===== config.mk =====
export PLATFORM = sky130hd
export DESIGN_NAME = afr_isqrt
export DESIGN_NICKNAME = d
export VERILOG_FILES = /design/src/sv/afr_pkg.sv /design/src/sv/afr_isqrt.sv
export SDC_FILE = /design/constraint.sdc
export NUM_CORES = 2
export LEC_CHECK = 0
export ABC_AREA = 0
export BUFFER_PORTS_ARGS = -buffer_cell sky130_fd_sc_hd__buf_2
export CAP_MARGIN = 10
export CORE_MARGIN = 2
export CORE_UTILIZATION = 35
export CTS_CLUSTER_DIAMETER = 30
export DETAILED_ROUTE_END_ITERATION = 8
export MAX_ROUTING_LAYER = met4
export PLACE_DENSITY = 0.55
export SYNTH_ARGS = -nofsm -noshare
export SYNTH_HDL_FRONTEND = slang
export SYNTH_SLANG_ARGS = --single-unit

===== constraint.sdc =====
create_clock -name clk_i -period 5 [get_ports clk_i]
set_input_delay 1 -clock clk_i [delete_from_list [all_inputs] [get_ports clk_i]]
set_output_delay 1 -clock clk_i [all_outputs]
set_load 0.01 [all_outputs]

===== src/sv/afr_pkg.sv =====
// Shared constants, fixed-point helpers and the CORDIC angle table for the field rotation block.
`default_nettype none

package afr_pkg;

  // Angle and pipeline defaults.
  localparam int DEF_ANGLE_BITS    = 32;
  localparam int DEF_CORDIC_STAGES = 30;

  // Vectors and sines are Q4.30 in 34 bits; the two bits above Q2.30 leave headroom for CORDIC growth.
  localparam int Q_FRAC = 30;
  localparam int VEC_W  = 34;
  localparam int PS_W   = Q_FRAC + 2;
  localparam int SQ_W   = 2 * Q_FRAC + 1;
  localparam int SQRT_STAGES = Q_FRAC + 1;

  localparam logic signed [VEC_W-1:0] K_GAIN  = VEC_W'(652032874);
  localparam logic signed [VEC_W-1:0] ONE_Q30 = VEC_W'(longint'(1) << Q_FRAC);

  typedef logic signed [VEC_W-1:0] vec_t;

  // Q4.30 product, rounded half up with a floor shift.
  function automatic vec_t mulq(input vec_t a, input vec_t b);
    logic signed [2*VEC_W-1:0] p;
    p = a * b;
    p = p + (2*VEC_W)'(longint'(1) << (Q_FRAC - 1));
    return VEC_W'(p >>> Q_FRAC);
  endfunction

  // Restoring division, used only while building constants.
  function automatic longint unsigned udiv(input longint unsigned a,
                                           input longint unsigned b);
    longint unsigned r;
    longint unsigned q;
    r = 0;
    q = 0;
    for (int j = 63; j >= 0; j--) begin
      r = {r[62:0], a[j]};
      q = q << 1;
      if (r >= b) begin
        r = r - b;
        q[0] = 1'b1;
      end
    end
    return q;
  endfunction

  // atan(1/n) in Q60 by its power series.
  function automatic longint atan_inv(input longint n);
    longint p;
    longint sum;
    longint term;
    int     k;
    p = longint'(udiv(longint'(1) << 60, n));
    sum = 0;
    k = 0;
    while (p != 0) begin
      term = longint'(udiv(p, longint'(2 * k + 1)));
      if (k[0]) sum = sum - term;
      else      sum = sum + term;
      p = longint'(udiv(p, n * n));
      k++;
    end
    return sum;
  endfunction

  // Angle of CORDIC stage i as a binary angle of abits bits, rounded.
  function automatic longint cordic_angle(input int i, input int abits);
    longint twopi;
    longint at;
    longint term;
    longint unsigned r;
    longint unsigned q;
    int k;
    twopi = 8 * (4 * atan_inv(5) - atan_inv(239));
    at = 0;
    if (i == 0) begin
      at = twopi / 8;
    end else begin
      k = 0;
      while (60 - i * (2 * k + 1) >= 0) begin
        term = longint'(udiv(longint'(1) << (60 - i * (2 * k + 1)), longint'(2 * k + 1)));
        if (k[0]) at = at - term;
        else      at = at + term;
        k++;
      end
    end
    r = at;
    q = 0;
    for (int b = 0; b <= abits; b++) begin
      r = r << 1;
      q = q << 1;
      if (r >= longint'(twopi)) begin
        r = r - twopi;
        q[0] = 1'b1;
      end
    end
    return longint'((q + 1) >> 1);
  endfunction

endpackage

`default_nettype wire


===== src/sv/afr_isqrt.sv =====
// Chain of digit-by-digit square root cells, two radicand bits per cell.
`default_nettype none

module afr_isqrt #(
  parameter int AUX_W = 1
) (
  input  wire logic                        clk_i,
  input  wire logic                        rst_ni,
  input  wire logic                        en_i,
  input  wire logic                        valid_i,
  input  wire logic [afr_pkg::SQ_W-1:0]    arg_i,
  input  wire logic [AUX_W-1:0]            aux_i,
  output logic                             valid_o,
  output logic [afr_pkg::Q_FRAC:0]         root_o,
  output logic [AUX_W-1:0]                 aux_o
);
  import afr_pkg::*;

  localparam int RW   = SQ_W + 1;
  localparam int LAST = SQRT_STAGES - 1;

  logic [SQ_W-1:0]  r_in [SQRT_STAGES];
  logic [RW-1:0]    s_in [SQRT_STAGES];
  logic             v_in [SQRT_STAGES];
  logic [AUX_W-1:0] a_in [SQRT_STAGES];

  logic [SQ_W-1:0]  r_q [SQRT_STAGES];
  logic [RW-1:0]    s_q [SQRT_STAGES];
  logic             v_q [SQRT_STAGES];
  logic [AUX_W-1:0] a_q [SQRT_STAGES];

  for (genvar k = 0; k < SQRT_STAGES; k++) begin : g_cell
    localparam logic [RW-1:0] BIT = RW'(longint'(1) << (2 * (Q_FRAC - k)));
    logic [RW-1:0]   trial;
    logic [SQ_W-1:0] r_d;
    logic [RW-1:0]   s_d;

    if (k == 0) begin : g_head
      assign r_in[k] = arg_i;
      assign s_in[k] = '0;
      assign v_in[k] = valid_i;
      assign a_in[k] = aux_i;
    end else begin : g_link
      assign r_in[k] = r_q[k-1];
      assign s_in[k] = s_q[k-1];
      assign v_in[k] = v_q[k-1];
      assign a_in[k] = a_q[k-1];
    end

    always_comb begin
      trial = s_in[k] + BIT;
      if (RW'(r_in[k]) >= trial) begin
        r_d = r_in[k] - trial[SQ_W-1:0];
        s_d = (s_in[k] >> 1) + BIT;
      end else begin
        r_d = r_in[k];
        s_d = s_in[k] >> 1;
      end
    end

    always_ff @(posedge clk_i or negedge rst_ni) begin
      if (!rst_ni) begin
        v_q[k] <= 1'b0;
      end else if (en_i) begin
        v_q[k] <= v_in[k];
      end
    end

    always_ff @(posedge clk_i) begin
      if (en_i) begin
        r_q[k] <= r_d;
        s_q[k] <= s_d;
        a_q[k] <= a_in[k];
      end
    end
  end

  assign valid_o = v_q[LAST];
  assign root_o  = s_q[LAST][Q_FRAC:0];
  assign aux_o   = a_q[LAST];

endmodule

`default_nettype wire


### Word level (Yosys, flattened, before mapping)

Memories as Yosys holds them, arrays and structs flattened.
Index checks and enable logic that the tools add are counted.

| word-level totals | value |
|---|---|
| flip-flop bits (word level) | 31 |
| RAM bits | 3844 |
| input bits | 66 |
| output and inout bits | 33 |
| word-level logic and storage cells | 220 |
| memories kept | 3 |

| operators by class | value |
|---|---|
| add/subtract/negate cells | 91 |
| $lt $le $gt $ge | 31 |
| multiplexer cells | 64 |

Memories:

| memory | depth | width | rd ports | clocked after Yosys merged registers in | write ports | line | text |
|---|---|---|---|---|---|---|---|
| s_q | 31 | 62 | 31 | 0 | 31 | afr_isqrt.sv:28 | `logic [RW-1:0] s_q [SQRT_STAGES];` |
| r_q | 31 | 61 | 30 | 0 | 31 | afr_isqrt.sv:27 | `logic [SQ_W-1:0] r_q [SQRT_STAGES];` |
| a_q | 31 | 1 | 31 | 0 | 31 | afr_isqrt.sv:30 | `logic [AUX_W-1:0] a_q [SQRT_STAGES];` |

Operator list:

| cell | count |
|---|---|
| 61-bit two-way mux | 32 |
| 61-bit by 62-bit greater-or-equal comparator with 1-bit output | 30 |
| 62-bit two-way mux | 30 |
| 61-bit subtractor | 30 |
| 61-bit by 1-bit adder with 62-bit output (second input constant) | 1 |
| 61-bit by 11-bit adder with 62-bit output (second input constant) | 1 |
| 61-bit by 13-bit adder with 62-bit output (second input constant) | 1 |
| 61-bit by 15-bit adder with 62-bit output (second input constant) | 1 |
| 61-bit by 17-bit adder with 62-bit output (second input constant) | 1 |
| 61-bit by 19-bit adder with 62-bit output (second input constant) | 1 |
| 61-bit by 21-bit adder with 62-bit output (second input constant) | 1 |
| 61-bit by 23-bit adder with 62-bit output (second input constant) | 1 |
| 61-bit by 25-bit adder with 62-bit output (second input constant) | 1 |
| 61-bit by 27-bit adder with 62-bit output (second input constant) | 1 |
| 61-bit by 29-bit adder with 62-bit output (second input constant) | 1 |
| 61-bit by 3-bit adder with 62-bit output (second input constant) | 1 |
| 61-bit by 31-bit adder with 62-bit output (second input constant) | 1 |
| 61-bit by 33-bit adder with 62-bit output (second input constant) | 1 |
| 61-bit by 35-bit adder with 62-bit output (second input constant) | 1 |
| 61-bit by 37-bit adder with 62-bit output (second input constant) | 1 |
| 61-bit by 39-bit adder with 62-bit output (second input constant) | 1 |
| 61-bit by 41-bit adder with 62-bit output (second input constant) | 1 |
| 61-bit by 43-bit adder with 62-bit output (second input constant) | 1 |
| 61-bit by 45-bit adder with 62-bit output (second input constant) | 1 |
| other kinds (43) | 44 |

### Logic depth before layout (Yosys ltp)

An unclocked memory read counts as a cell.

| logic depth | value |
|---|---|
| depth after elaboration | 4 |
| mapped depth | 14 |

### Worst setup path before layout

No wires, ideal clock.

| timing path | value |
|---|---|
| path type | register to register |
| from | memory r_q[0][780] (netlist name) |
| to | memory r_q[0][840] (netlist name), data pin |
| library setup time | 260 ps |
| data arrival time | 3239 ps |
| required time | 4740 ps |
| slack | 1501 ps |
| stages on the path, launching flop included | 11 |
| path buffers | 1 |
| clock period less this slack | 3499 ps |
| cell sequence | edfxtp_1 ha_1 or3_4 or3_4 or4_4 or4_1 or2_1 nor4_2 nand2_2 buf_6 mux2_4 |

RTL lines:

| item | line |
|---|---|
| start: declaration | afr_isqrt.sv:27 |

==> flow_metrics.tcl <==
set metrics [dict create \
    end_kind "register" \
    track_usage_pct 17.3 \
    routedWlPerCell_um 19.7 \
    wl_um 278000 \
    synth_area_leaders "edfxtp_1 (63%), ha_1 (5.8%), xnor2_1 (3.1%)" \
    cts_buffers 537 \
    ys_ff_latch 2388 \
    ir_worst_vdd_v 0.000354 \
    ctsHtreeMaxLevel 6 \
    setup_ws_ns 0.518 \
    initial_utilization_pct 35.1 \
    p_per_area_nw_per_um2 543 \
    slew_viol_final 0 \
    crit_top_cell "nand3_1" \
    cp.arrival_ns 5.15 \
    clockRootBuffer "clkbuf_16" \
    final_core_util_pct 42.8 \
    cp_cell_sequence "ha_1 > and2_1 > nand3_1 > nor4_1 > nor4b_1 > nor3_1 > nand2_1 > nor2_2 > buf_4 > a2111oi_4 > nand3_1 > xnor2_1" \
    syn_nets 9393 \
    nNetsFinal 10000 \
    clkLatencyLatePin_ns 1.00 \
    clockBufferDepth 4 \
    synth_top_area_cell "edfxtp_1" \
    cts_tree "built" \
    yosysWarnings 0 \
    die-area_um2 327000 \
    synth_edf_count 2357 \
    drc 0 \
    rsz0062_at_grt "no" \
    status "finished clean" \
    postRouteAntennaNets 0 \
    synthDistinctLibCells 103 \
    cts_setup_buffers 0 \
    die_x_um 572 \
    synth-async-reset-ratio_pct 1.30 \
    postCtsHoldBufs 0 \
    grt_max_degree 150 \
    place.detailed.hpwl_um 209000 \
    final_cell_mix "edfxtp_1 (2,357), inv_1 (633), nor2_1 (571)" \
    path_class "register to register" \
    placed_cells 13200 \
    net-switching-power_mw 20.9 \
    area_growth_pct 21.8 \
    cp_slowest_cell "nor4b_1" \
    design.portCount 99 \
    io_buffers 98 \
    core_area_um2 321000 \
    final_hold_viol_count 0 \
    row_count 208 \
    p_total_mw 74.6 \
    place_ws_ns 0.476 \
    antenna_found_initial 2 \
    p_int_mw 53.7 \
    ys_seq_area_share_pct 63.5 \
    finalCritPeriodShare_pct 89.6 \
    max_freq_mhz 223 \
    yosysTopAreaCellShare_pct 62.8 \
    pwr-share-clk_pct 45.8 \
    seqPwrFrac_pct 37.0 \
    p_leak_nw 52.1 \
    grt.overflow.total 0 \
    final_cells 14100 \
    drt_pass1_iterations 6 \
    clkTransAtPathRegs_ns 0.04 \
    die_h_um 572 \
    tns_ns 0 \
    synthCells 8803 \
    synth_flop_cell "edfxtp_1" \
    avgSynthCellArea_um2 12.8 \
    cts_resized 0 \
    required_ns 5.66 \
    grt_pass1_vias 75200 \
    grt_pass1_wl_um 427000 \
    p_sw_share_pct 28.0 \
    vias 71400 \
    clock-skew-final_ns 0.109 \
    clock_sinks 2388 \
    relSlewSlack_pct 12.6 \
    gp_congestion 0.925 \
    routed_via_density 5.04 \
    cap_violations 0 \
    drive_above_1_share_pct 12.9 \
    cp_max_fo 39 \
    startpoint_type "register" \
    syn_area_um2 113000 \
    setup_viol 0 \
    worst_path_largest_cell_delay_ns 0.63 \
    combPwrFrac_pct 17.2 \
    tightest_slew_ns 1.30 \
    drt_iter0_markers 4488 \
    min_period_ns 4.48 \
    hold_path.class "input pin to async pin" \
    layout_commonest_cell "edfxtp_1" \
]
-- state kept, by name (all words and copies together) (netlist names) --
signal	cells
r_q	1830
v_in	30
a_q	31
s_q	496
valid_o	1
-- synthesized netlist by cell type (67+ instances only) --
cell type	count
clkbuf_1	136
nand2_1	541
xnor2_1	405
nor2_1	574
o21a_1	71
inv_1	633
or4_1	67
nand3_1	139
a21o_1	209
nand4_1	127
nor2b_1	82
ha_1	523
xor2_1	393
nand2b_1	109
or3_1	102
mux2_2	103
edfxtp_1	2357
a21oi_1	558
nor4_1	290
nor3_1	233
o21ai_0	410
-- power by group through the flow --
stage                     registers (mW)  clock network, mW  logic (mW)
after detailed placement            28.0                  0        12.8
after global placement              27.9                  0        12.7
after global routing                27.9               35.9        14.2
after CTS                           27.7               34.9        12.9
final                               27.6               34.2        12.8
after floorplan                     27.0                  0        9.06
-- per-layer routing --
layer  global-route usage, %  vias up  wire (µm)
met5                       -        -          0
li1                        -    34400          -
met2                    33.1     1612     154000
met4                    8.73        0      14400
met1                    16.6    34600      99600
met3                    2.79      705      10400
-- metrics by stage --
stage,area [µm²],hold slack [ns]
finish,137000,0.124
global route,137000,0.0975
CTS,137000,0.0415
detailed placement,119000,0.405
global placement,119000,0.401
floorplan,113000,0.400
-- cell families (layout without fill, tap and decap cells) --
| kind of cell | Yosys count | after routing | share of synthesized area (%) |
|---|---|---|---|
| buffers and inverters | 801 | 1838 | 2.71 |
| flip-flops | 2388 | 2388 | 63.5 |
| AND/OR/NAND/NOR | 2545 | 2545 | 11.7 |
| multiplexers | 113 | 113 | 1.13 |
| other | 1 | 3 | 0.00333 |
| adder cells (fa/ha/maj) | 524 | 524 | 5.82 |
| AO/OA/AOI/OAI | 1633 | 1633 | 8.96 |
| XOR/XNOR | 798 | 798 | 6.20 |
-- worst paths after layout --
kind,depth (start not counted),slack [ns],from,to
worst max-delay path,12,0.52,r_q[1][155],r_q[1][241]
max in group asynchronous,1,4.44,rst_ni,v_in[14]
min in group clk_i,1,0.17,arg_i[8],r_q[0][8]
worst min register to register,0,0.40,a_q[14],a_q[15]
worst min-delay path,1,0.12,rst_ni,v_in[7]
worst max register to register,12,0.52,r_q[1][155],r_q[1][241]
-- final cells by class --
type / instances / area (µm²)
Timing Repair Buffer: 239 / 1860
Clock buffer: 610 / 13900
Inverter: 636 / 2390
Multi-Input combinational cell: 5614 / 38200
Clock inverter: 353 / 3970
Fill cell: 29100 / 184000
Antenna cell: 2 / 5.00
Tap cell: 4305 / 5390
Sequential cell: 2388 / 71600
-- worst max-delay path: cells and delay by family, from the launching register on --
family                   cells  cell delay, ns
flip-flops                   1            0.39
AO/OA/AOI/OAI                1            0.60
adder cells (fa/ha/maj)      1            0.41
buffers and inverters        1            0.26
AND/OR/NAND/NOR              8            2.37
XOR/XNOR                     1            0.16
Note: power is estimated with default switching activity, not from simulation.
